$ cat config.mk
export PLATFORM = sky130hd
export DESIGN_NAME = thi_front
export DESIGN_NICKNAME = d
export VERILOG_FILES = /design/src/thi_pkg.sv /design/src/thi_front.sv
export SDC_FILE = /design/constraint.sdc
export NUM_CORES = 1
export LEC_CHECK = 0
export BUFFER_PORTS_ARGS = -buffer_cell sky130_fd_sc_hd__buf_2
export CAP_MARGIN = 25
export CELL_PAD_IN_SITES_DETAIL_PLACEMENT = 1
export CELL_PAD_IN_SITES_GLOBAL_PLACEMENT = 1
export CORE_AREA = 4 4 83 85
export DETAILED_ROUTE_END_ITERATION = 10
export DIE_AREA = 0 0 87 89
export PLACE_DENSITY_LB_ADDON = 0.08
export SYNTH_ARGS = -nofsm -noshare
export SYNTH_HDL_FRONTEND = slang
export SYNTH_SLANG_ARGS = --single-unit
$ cat constraint.sdc
create_clock -name i_clk -period 1.5 [get_ports i_clk]
set_clock_uncertainty 0.15 [all_clocks]
set_input_delay 0.15 -clock i_clk [delete_from_list [all_inputs] [get_ports i_clk]]
set_output_delay 0.15 -clock i_clk [all_outputs]
set_load 0.05 [all_outputs]
$ cat src/thi_pkg.sv
// Package with the shared types and constants of the table hunt interpolator.
package thi_pkg;

    localparam int unsigned TableDepth = 256;
    localparam int unsigned IdxW       = 8;
    localparam int unsigned CntW       = 9;
    localparam int unsigned ValW       = 32;

    typedef enum logic [0:0] {
        CMD_WRITE  = 1'b0,
        CMD_LOOKUP = 1'b1
    } t_cmd;

    localparam logic [1:0] ST_INTERP = 2'd0;
    localparam logic [1:0] ST_LOW    = 2'd1;
    localparam logic [1:0] ST_HIGH   = 2'd2;
    localparam logic [1:0] ST_ZERO   = 2'd3;

    // One queued item between the front and the back.
    typedef struct packed {
        t_cmd                   cmd;
        logic [IdxW-1:0]        idx;
        logic signed [ValW-1:0] x;
        logic signed [ValW-1:0] y;
    } t_item;

    // One finished lookup result.
    typedef struct packed {
        logic signed [ValW-1:0] y;
        logic [1:0]             status;
    } t_result;

endpackage

$ cat src/thi_front.sv
// Front part: input handshake, item classification into the queue and the point count register.
module thi_front (
    input  logic                   i_clk,
    input  logic                   i_rst_n,
    input  logic                   i_push,
    input  logic                   i_cmd,
    input  logic [7:0]             i_point_index,
    input  logic signed [31:0]     i_x_value,
    input  logic signed [31:0]     i_y_value,
    input  logic                   i_cfg_we,
    input  logic [8:0]             i_cfg_data,
    output logic                   o_full,
    output logic                   o_wr,
    output thi_pkg::t_item         o_item,
    input  logic                   i_q_full,
    output logic [8:0]             o_point_count
);
    import thi_pkg::*;

    logic [8:0] r_count;

    // Classify the command and pack the item.
    assign o_full = i_q_full;
    assign o_wr   = i_push && !i_q_full;
    assign o_item = '{cmd: (i_cmd ? CMD_LOOKUP : CMD_WRITE), idx: i_point_index,
                      x: i_x_value, y: i_y_value};
    assign o_point_count = r_count;

    // Point count register.
    always_ff @(posedge i_clk) begin
        if (!i_rst_n) begin
            r_count <= 9'd2;
        end else if (i_cfg_we) begin
            r_count <= i_cfg_data;
        end
    end
endmodule

==> run metrics <==
outcome complete, no violations; Slew Limit Fails 0; Register Area 180.2 um2; Pleak 0.2752 nW; post-route ant nets 0; unrepaired setup endpoints after global routing no; CTS root buf clkbuf_8; Layout Utilization 9.700%; met2 wire len ~780 um; CP Max Fanout 2; Filler Cell Count 722; max reg flops 9; Hold Violations, Final 0; largest net degree at the start of global routing 10; multi-input logic area 150.1 um2; Routed WL between 1500 and 2000 um; Worst R2R Path Depth 2; via/cell ratio 2.784; syn_nets 190; Hold/Removal Path Class primary input to flop; CTS tree built; GPL Wtd Cong 0.5276; initial drt markers 6; Net count, final around 150; Crit path buffers/inverters 1; Setup CP Type flop to primary output; CP max stage delay between 0.3 and 0.4 ns; GRT Util Overall 4.003%; number of remaining DRC errors 0; die height 89 um; Synth Instances 103; worst path required time 1.20 ns; Yosys Warn Count 0; Routed WL per cell 11.81 um; Max clock buf depth 2; CTS clk-pin slew, worst paths 0.05 ns; WP data arrival 0.84 ns; ant diodes 0; first-pass GRT wire length 2283 um; CTS Sinks 9; DR top layer met4; Hold Path Depth 2; most common cell after layout, fill and taps aside buf_2; mean post-synth cell area 8.710 um2; CP max-delay cell dfxtp_1; Overflow after GRT 0; die area 7743 um2; PostCTS Resize Cnt 0; Initial Util 14.46%; Core Rows 29; fin crit period 1.144 ns; Max-slew headroom 79.44%; initial antenna violation count 0; sequential share of the synthesized area 20.08%; Seq cells post-synth 9; area growth from synthesis to layout -32.91%; number of vias after detailed routing ~370; distinct cell type count of the synthesized netlist 6; # IOs about 170; setup TNS 0 ns; final HPWL from detailed placement about 1300 um; most frequent cells in the layout buf_2 (24), nor2b_1 (9), mux2i_1 (9), dfxtp_1 (9), clkbuf_8 (3); CTS buffer count 3; Critical Path, Cell by Cell buf_2; max_cap viols 0; Final setup viols 0; Worst VDD drop ~0.00017 V; Worst-Skew Late Latency 0.23 ns; core footprint 6205 um2; Crit path depth 1; total power divided by cell area roughly 1100 nW/um2; Die W between 80 and 90 um; Tcrit/Tclk final 76.27%; layout cell share with drive strength beyond 1 47.37%; Cell Area, Synth ~900 um2; H-tree Lvls 1; WL met1 roughly 480 um; Port-buffer cells 24; Worst-Margin Slew 0.3084 ns; Crit path max-delay family flip-flops; maximum clock rate 874.1 MHz; Startpoint Class flop; met3 wire len approximately 220 um; CP Capture Type primary output; vias in the first global route 450; postcts setup bufs 0; Pre-Repair DR Iteration Count 3
[cell families after synthesis]
logic type,share of synthesized area [%]
flip-flops,20.08
buffers and inverters,63.18
AND/OR/NAND/NOR,6.694
multiplexers,10.04
[cell usage after synthesis]
master / instances / area, um2
buf_4: 74 / 555.5
dfxtp_1: 9 / 180.2
mux2i_1: 9 / 90.09
nor2b_1: 9 / 56.30
buf_6: 1 / 11.26
nand2_1: 1 / 3.750
[layout make-up]
type	instances	share of cell area (%)
clock buffers	4	7.484
multi-input cells	19	24.95
flip-flops and latches	9	29.94
well taps	77	16.01
repair buffers	25	21.62
[routing by layer]
metal | track usage, % | vias to the layer above
li1 | - | 150
met1 | 3.284 | 171
met2 | 6.280 | 26
met3 | 2.120 | 26
met4 | 4.958 | 0
met5 | 0 | -
[power by group]
| group | total [W] | internal [W] | leakage (nW) | switching (W) |
|---|---|---|---|---|
| registers | 0.000261 | 0.000254 | 0.0744 | 0.00000720 |
| logic | 0.000132 | 0.0000427 | 0.178 | 0.0000889 |
| clock network | 0.000290 | 0.000186 | 0.0228 | 0.000104 |
[metrics by stage]
stage / cells / power [W] / worst slack (ns) / area, um2 / hold slack [ns]
2_1_floorplan: 103 / 0.0008833 / 0.3426 / 897.1 / 0.06194
3_3_place_gp: 129 / 0.0004006 / 0.4869 / 546.8 / 0.1503
3_5_place_dp: 129 / 0.0004005 / 0.4714 / 546.8 / 0.1503
4_1_cts: 134 / 0.0007074 / 0.3248 / 601.8 / 0.02870
5_1_grt: 134 / 0.0007245 / 0.3151 / 601.8 / 0.04771
6_report: 134 / 0.0006825 / 0.3559 / 601.8 / 0.02169
[path summary, 6_finish.rpt]
check,from,endpoint,slack [ns]
worst max register to register,o_point_count[2],o_point_count[2],0.74
worst min register to register,o_point_count[1],o_point_count[1],0.33
worst max-delay path,o_point_count[2],o_point_count[2],0.36
worst min-delay path,i_rst_n,o_point_count[1],0.02
[repair_timing]
action                                 CTS  global route
setup endpoints to repair                0             0
endpoints found under the hold margin    1             0
hold buffers                             1             0
(Power assumes the default switching activity.)
