## src/thi_pkg.sv

```systemverilog
// Package with the shared types and constants of the table hunt interpolator.
package thi_pkg;

    localparam int unsigned TableDepth = 256;
    localparam int unsigned IdxW       = 8;
    localparam int unsigned CntW       = 9;
    localparam int unsigned ValW       = 32;

    typedef enum logic [0:0] {
        CMD_WRITE  = 1'b0,
        CMD_LOOKUP = 1'b1
    } t_cmd;

    localparam logic [1:0] ST_INTERP = 2'd0;
    localparam logic [1:0] ST_LOW    = 2'd1;
    localparam logic [1:0] ST_HIGH   = 2'd2;
    localparam logic [1:0] ST_ZERO   = 2'd3;

    // One queued item between the front and the back.
    typedef struct packed {
        t_cmd                   cmd;
        logic [IdxW-1:0]        idx;
        logic signed [ValW-1:0] x;
        logic signed [ValW-1:0] y;
    } t_item;

    // One finished lookup result.
    typedef struct packed {
        logic signed [ValW-1:0] y;
        logic [1:0]             status;
    } t_result;

endpackage

```

## src/thi_item_fifo.sv

```systemverilog
// Short item queue between the front and the back.
module thi_item_fifo (
    input  logic           i_clk,
    input  logic           i_rst_n,
    input  logic           i_wr,
    input  thi_pkg::t_item i_data,
    output logic           o_full,
    input  logic           i_rd,
    output logic           o_valid,
    output thi_pkg::t_item o_data
);
    import thi_pkg::*;

    t_item      r_mem [2];
    logic       r_wp, r_rp;
    logic [1:0] r_cnt;

    assign o_full  = (r_cnt == 2'd2);
    assign o_valid = (r_cnt != 2'd0);
    assign o_data  = r_mem[r_rp];

    // Storage is written without reset.
    always_ff @(posedge i_clk) begin
        if (i_wr && !o_full) begin
            r_mem[r_wp] <= i_data;
        end
    end

    // Pointers and fill count.
    always_ff @(posedge i_clk) begin
        if (!i_rst_n) begin
            r_wp  <= 1'b0;
            r_rp  <= 1'b0;
            r_cnt <= 2'd0;
        end else begin
            if (i_wr && !o_full) begin
                r_wp <= ~r_wp;
            end
            if (i_rd && o_valid) begin
                r_rp <= ~r_rp;
            end
            r_cnt <= r_cnt + {1'b0, (i_wr && !o_full)} - {1'b0, (i_rd && o_valid)};
        end
    end
endmodule

```

## config.mk

```make
export PLATFORM = sky130hd
export DESIGN_NAME = thi_item_fifo
export DESIGN_NICKNAME = d
export VERILOG_FILES = /design/src/thi_pkg.sv /design/src/thi_item_fifo.sv
export SDC_FILE = /design/constraint.sdc
export NUM_CORES = 1
export LEC_CHECK = 0
export BUFFER_PORTS_ARGS = -buffer_cell sky130_fd_sc_hd__buf_2
export CAP_MARGIN = 20
export CORE_MARGIN = 10
export CORE_UTILIZATION = 50
export DETAILED_ROUTE_END_ITERATION = 7
export GPL_ROUTABILITY_DRIVEN = 0
export GPL_TIMING_DRIVEN = 0
export PLACE_DENSITY = 0.88
export SETUP_SLACK_MARGIN = 0.2
export SYNTH_ARGS = -nofsm -noshare
export SYNTH_HDL_FRONTEND = slang
export SYNTH_SLANG_ARGS = --single-unit
```

## constraint.sdc

```tcl
create_clock -name i_clk -period 5.2 [get_ports i_clk]
set_input_delay 1.04 -clock i_clk [delete_from_list [all_inputs] [get_ports i_clk]]
set_output_delay 1.04 -clock i_clk [all_outputs]
set_load 0.01 [all_outputs]
```

==> reports/qor.txt, run 1 <==
status - finished, final reports clean
IO Count - 152
Tcrit/Tclk final - 0.509
post-route minimum period - 2650 ps
library cells used by synthesis - 18
share of the synthesized area in the top cell type - 0.749
compound-cell area share of the yosys netlist - 0.00128
Worst Hold Slack - 514 ps
WL/cell - 18.9 um
Startpoint Class - flop
r2r startpoint - r_cnt[0]
Cell Rows - 39
fraction of the mapped netlist area in adder cells - 0.00427
min-delay src - r_rp
Worst-Margin Slew - 855 ps
CTS root buf - clkbuf_16
RSZ-0062 raised after global routing - false
final WL - 11,000 um
clk buf depth - 2
Fill cells - 784
Pins Over Slew Limit - 0
xor/xnor share of the synthesized area - 0.00449
Worst Skew - 8.85 ps
Initial Util - 0.513
gr ovfl total - 0
vias in the first global route - 3,128
Final Hold Fails - 0
CTS tree - yes
Top delay family on crit path - buffers and inverters
Avg Cell Area, Syn - 23.1 um2
synthesized cell area - 5850 um2
post-synthesis register bit count - 151
slowest library cell on the worst path - dfxtp_1
relative slew slack - 0.429
Final Cell Area - 7470 um2
Post-Synthesis Cells - 253
sequential area share after synthesis - 0.766
Avg Vias per Cell - 4.86
post-route ant nets - 0
Lkg Pwr - 2.98 nW
TritonRoute pass-1 iters - 4
Power Dens Cells - 503 nW/um2
Place WS - 2630 ps
die area - 16,400 um2
crit path kind - reg2out
peak supply drop - 0.264 mV
post-synth top area cell - edfxtp_1
IO Port Bufs - 151
ant diodes - 0
post-CTS setup buffer count - 0
Critical path buffers and inverters - 3
CP endpoint kind - primary output
htree depth - 4
CTS Hold Bufs - 0
nets@finish - 505
CTS clk-pin slew, worst paths - 60 ps
initial antenna violation count - 1
HP Class - reg2reg
first-pass GRT wire length - 16,900 um
core area - 11,400 um2
post-cts resize count - 0
max incr delay on CP - 320 ps
setup ws final - 2550 ps
main combinational cell family by area after synthesis - multiplexers
Syn-to-layout area delta - 27.6%
Post-DP Area - 6870 um2
critical-path cell list - buf_6 > buf_12 > mux2_4 > buf_2
Max Cap Viol - 0
achievable frequency - 378 MHz
pin count of the biggest net entering global routing - 43
DRC violations left - 0
Die Y - 128 um
die width - 128 um
peak fanout along the critical path - 10
mux contribution to synthesized area - 0.187
final setup violation count - 0
Synth Area in Simple Gates - 0.00919
top cells by area, synth - edfxtp_1, mux2_4, buf_12
Vias - 2,828
Tot Pwr - 3.76 mW
gr usage total - 0.134
Num CTS Buffers - 17
Yosys warning count - 0
Required @ worst endpoint - 4160 ps
drt first-iter violations - 114
Post-DP HPWL - 7880 um
Clock Sinks - 151
Syn Nets - 332
share of cells above drive strength 1 - 0.606
Clk Latency, worst-skew pair - 410 ps
CP arrival - 1610 ps
[Yosys cell counts]
cell and instances:
and2_1 1, and3_1 1, buf_12 7, buf_6 1, dfxtp_1 5, edfxtp_1 146
ha_1 2, inv_1 3, mux2_2 3, mux2_4 70, mux2i_1 1, nand2_1 2
nand2b_1 2, nor2_1 4, o21a_1 1, or2_2 1, xnor2_1 2, xor2_1 1
[logic make-up after synthesis]
kind of cell	after synthesis
adder cells (fa/ha/maj)	2
multiplexers	74
flip-flops	151
AND/OR/NAND/NOR	11
buffers and inverters	11
XOR/XNOR	3
AO/OA/AOI/OAI	1
[cell usage in the layout, fill, tap and decap left out, types with 2 or more instances in the layout]
master	n
buf_12	9
buf_2	151
clkbuf_1	4
clkbuf_16	20
clkbuf_8	4
clkinvlp_4	2
dfxtp_1	5
edfxtp_1	146
ha_1	2
inv_1	3
mux2_2	3
mux2_4	70
nand2_1	2
nand2b_1	2
nor2_1	3
xnor2_1	2
[power breakdown]
| group | switching, mW | internal [mW] | leakage, nW | total, mW |
|---|---|---|---|---|
| Clock | 0.438 | 0.748 | 0.288 | 1.19 |
| Combinational | 0.466 | 0.532 | 1.29 | 0.998 |
| Sequential | 0.0456 | 1.53 | 1.41 | 1.57 |
| Total | 0.949 | 2.81 | 2.98 | 3.76 |
[path summary, 6_finish.rpt]
kind | endpoint | slack, ps | cells after the start
worst min-delay path | flop | 510 | 2
worst max register to register | r_mem[0][56] | 3240 | 4
worst max-delay path | o_data[30] | 2550 | 4
worst min register to register | flop | 510 | 2
[routing by layer]
metal  vias to the layer above  global-route usage  routed length, um
met1                      1375               0.145               4230
met2                        96               0.217               5660
li1                       1344                   -                  -
met5                         -                   0                  7
met4                         2              0.0497                 95
met3                        11              0.0724                983
[per-stage QoR]
step | TNS [ps] | utilization | cells
final | 0 | 0.654 | 582
after global routing | 0 | 0.654 | 582
after CTS | 0 | 0.654 | 582
after detailed placement | 0 | 0.602 | 550
after global placement | -76770 | 0.595 | 547
after floorplan | 0 | - | 253
[tightest hold or removal path, cell delays in order (launching register included)]
cell and delay [ps]:
dfxtp_1 320, xnor2_1 80, nor2_1 70
[sequential cells by signal (all words and copies together), names as in the netlist, named ones only]
register / flops
r_cnt: 2
r_rp: 1
r_mem: 146
r_wp: 1
[final cells by class]
type	instances	area, um2	share of cell area
inverter	3	11.3	0.00151
timing repair buffer	154	823	0.110
tap	143	179	0.0240
clock inverter	4	28.8	0.00385
multi-input combinational	91	1220	0.163
buffer	8	151	0.0203
clock buffer	28	571	0.0764
sequential	151	4480	0.600
Note: power is estimated with default switching activity, not from simulation.
==> inputs of run 2 (changes only) <==
Settings changed: ABC_AREA set to 1.
Clock period 5.2 ns to 2.6 ns, I/O delays scaled along.
==> reports/qor.txt, run 2 <==
Post-Synthesis Cells - 264 (was 253)
Yosys warning count - 0 (unchanged)
first-pass GRT wire length - 17,200 um (was 16,900 um)
most frequent cells in the layout - buf_2, edfxtp_1, mux2_4 (unchanged)
R2R setup slack - 490 ps (was 3240 ps)
nets@finish - 516 (was 505)
Sequential Power Share - 0.426 (was 0.419)
status - finished, final reports clean (unchanged)
post-synthesis register bit count - 151 (unchanged)
Comb pwr share - 0.260 (was 0.265)
synthesized cell area - 5860 um2 (was 5850 um2)
Post-DP HPWL - 8140 um (was 7880 um)
IO Count - 152 (unchanged)
crit path kind - reg2reg (was reg2out)
sw frac - 0.257 (was 0.253)
post-layout util - 0.649 (was 0.654)
Vias - 2,942 (was 2,828)
Worst Skew - 5.49 ps (was 8.85 ps)
worst reg-to-reg path cell count - 5 (was 4)
Num CTS Buffers - 17 (unchanged)
Startpoint Class - flop (unchanged)
most numerous cell in the Yosys netlist - edfxtp_1 (unchanged)
gr usage total - 0.137 (was 0.134)
Initial Util - 0.511 (was 0.513)
library cells used by synthesis - 12 (was 18)
Pins Over Slew Limit - 0 (unchanged)
Main synth FF type - edfxtp_1 (unchanged)
Cell Rows - 39 (unchanged)
Synth Area in Simple Gates - 0.0134 (was 0.00919)
post-synth top area cell - edfxtp_1 (unchanged)
CTS clk-pin slew, worst paths - 60 ps (about the same)
xor/xnor share of the synthesized area - 0 (was 0.00449)
worst-case hold path end point - r_mem[1][41]
peak supply drop - 0.675 mV (was 0.264 mV)
achievable frequency - 474 MHz
Syn-to-layout area delta - 26.9% (was 27.6%)
CP arrival - 2250 ps (was 1610 ps)
main combinational cell family by area after synthesis - multiplexers (unchanged)
Die Y - 128 um (about the same)
Top Registers - r_mem (146), r_cnt (2) (unchanged)
slowest library cell on the worst path - clkinvlp_4 (was dfxtp_1)
die width - 128 um (about the same)
initial antenna violation count - 1 (unchanged)
Syn Nets - 343 (was 332)
CTS tree - yes (unchanged)
Tcrit/Tclk final - 0.811
Clk Latency, worst-skew pair - 410 ps (about the same)
WL/cell - 19.0 um (was 18.9 um)
Largest register FFs - 146 (unchanged)
placed insts - 561 (was 550)
Fill cells - 799 (was 784)
critical-path cell list - inv_1 > nand2_1 > nand3_1 > clkinvlp_4 > buf_12 (was buf_6 > buf_12 > mux2_4 > buf_2)
CTS root buf - clkbuf_16 (unchanged)
Top reg by flops - r_mem (unchanged)
reg2reg end - r_mem[1][8] (was r_mem[0][56])
post-route minimum period - 2110 ps
HP Class - in2reg (was reg2reg)
CTS Hold Bufs - 0 (unchanged)
compound-cell area share of the yosys netlist - 0.00171 (was 0.00128)
setup TNS - 0 ps (unchanged)
r2r startpoint - r_cnt[0] (unchanged)
htree depth - 4 (unchanged)
post-route ant nets - 0 (unchanged)
vias in the first global route - 3,307 (was 3,128)
fraction of the mapped netlist area in adder cells - 0.00427 (about the same)
sw power - 1.92 mW (was 949 uW)
core area - 11,500 um2 (was 11,400 um2)
hold path depth - 1 (was 2)
commonest non-fill, non-tap cell in the layout - buf_2 (unchanged)
Clk network pwr share - 0.314 (was 0.316)
min-delay src - i_data[41] (was r_rp)
gr ovfl total - 0 (unchanged)
die area - 16,500 um2 (was 16,400 um2)
IO Port Bufs - 151 (unchanged)
final WL - 11,300 um (was 11,000 um)
Post-synth EDFFs - 146 (unchanged)
post-CTS setup buffer count - 0 (unchanged)
Place WS - 312 ps (was 2630 ps)
top cells by area, synth - edfxtp_1, mux2_4, buf_12 (unchanged)
Avg Vias per Cell - 4.96 (was 4.86)
Clock Sinks - 151 (unchanged)
CP endpoint kind - flop (was primary output)
Lkg Pwr - 2.97 nW (was 2.98 nW)
post-cts resize count - 0 (unchanged)
share of cells above drive strength 1 - 0.587 (was 0.606)
sequential area share after synthesis - 0.765 (was 0.766)
Avg Cell Area, Syn - 22.2 um2 (was 23.1 um2)
fin cells - 593 (was 582)
relative slew slack - 0.437 (was 0.429)
Required @ worst endpoint - 2740 ps (was 4160 ps)
DRC violations left - 0 (unchanged)
Worst-Margin Slew - 842 ps (was 855 ps)
clk buf depth - 2 (unchanged)
Final Hold Fails - 0 (unchanged)
final setup violation count - 0 (unchanged)
mux contribution to synthesized area - 0.185 (was 0.187)
ant diodes - 0 (unchanged)
max incr delay on CP - 690 ps (was 320 ps)
share of the synthesized area in the top cell type - 0.748 (was 0.749)
peak fanout along the critical path - 38 (was 10)
Tot Pwr - 7.47 mW (was 3.76 mW)
Power Dens Cells - 1000 nW/um2 (was 503 nW/um2)
TritonRoute pass-1 iters - 4 (unchanged)
RSZ-0062 raised after global routing - false (unchanged)
Max Cap Viol - 0 (unchanged)
drt first-iter violations - 193 (was 114)
Internal Power - 5.55 mW (was 2.81 mW)
pin count of the biggest net entering global routing - 39 (was 43)
top post-synthesis cells by count - edfxtp_1, mux2_4, nand2_1 (was edfxtp_1, mux2_4, buf_12)
ys async rst share - 0 (unchanged)
setup ws final - 492 ps (was 2550 ps)
-- run 2: layout make-up --
cell class              count  area (um2)  area share
plain buffers               8         151      0.0203
clock inverters             8         100      0.0134
multi-input cells          97        1210       0.162
inverters                   8        33.8     0.00454
flip-flops and latches    151        4480       0.603
well taps                 143         179      0.0240
repair buffers            154         816       0.110
clock buffers              24         472      0.0634
-- run 2: critical path: cells and delay by family, from the launching register on --
| kind | cells | cell delay, ps |
|---|---|---|
| AND/OR/NAND/NOR | 2 | 240 |
| flip-flops | 1 | 330 |
| buffers and inverters | 3 | 1230 |
-- run 2: logic make-up after synthesis --
logic type | Yosys count
mux | 73
compound gates | 2
buf+inv | 16
fa+ha+maj | 2
flops | 151
simple gates | 20
-- run 2: worst max path at each step --
stage                        start      endpoint  slack, ps  depth (start not counted)
after floorplan               i_wr   r_mem[0][0]        490                          2
after global placement        i_wr  r_mem[1][11]       -180                          3
after detailed placement      i_wr   r_mem[1][6]        310                          4
after CTS                 r_cnt[0]  r_mem[1][22]        440                          5
after global routing      r_cnt[0]  r_mem[1][22]        330                          5
final                     r_cnt[0]   r_mem[1][8]        490                          5
-- run 2: power by group through the flow --
stage | logic [mW] | registers (mW) | clock network (mW)
after floorplan | 1.32 | 3.21 | 0
final | 1.94 | 3.18 | 2.34
after global placement | 1.89 | 3.22 | 0
after global routing | 2.10 | 3.21 | 2.49
after detailed placement | 1.98 | 3.23 | 0
after CTS | 1.99 | 3.18 | 2.40
-- run 2: per-stage QoR --
step           hold WS [ps]  area, um2
6_report                295       7440
5_1_grt                 274       7440
4_1_cts                 270       7440
3_5_place_dp            509       6870
3_3_place_gp            485       6810
2_1_floorplan           467       5880
-- run 2: per-layer routing --
metal / global-route usage / share of wire / vias up
met5: 0 / 0.00062 / -
met4: 0.0702 / 0.015 / 2
met3: 0.0641 / 0.085 / 17
met2: 0.231 / 0.53 / 100
met1: 0.139 / 0.37 / 1449
li1: - / - / 1374
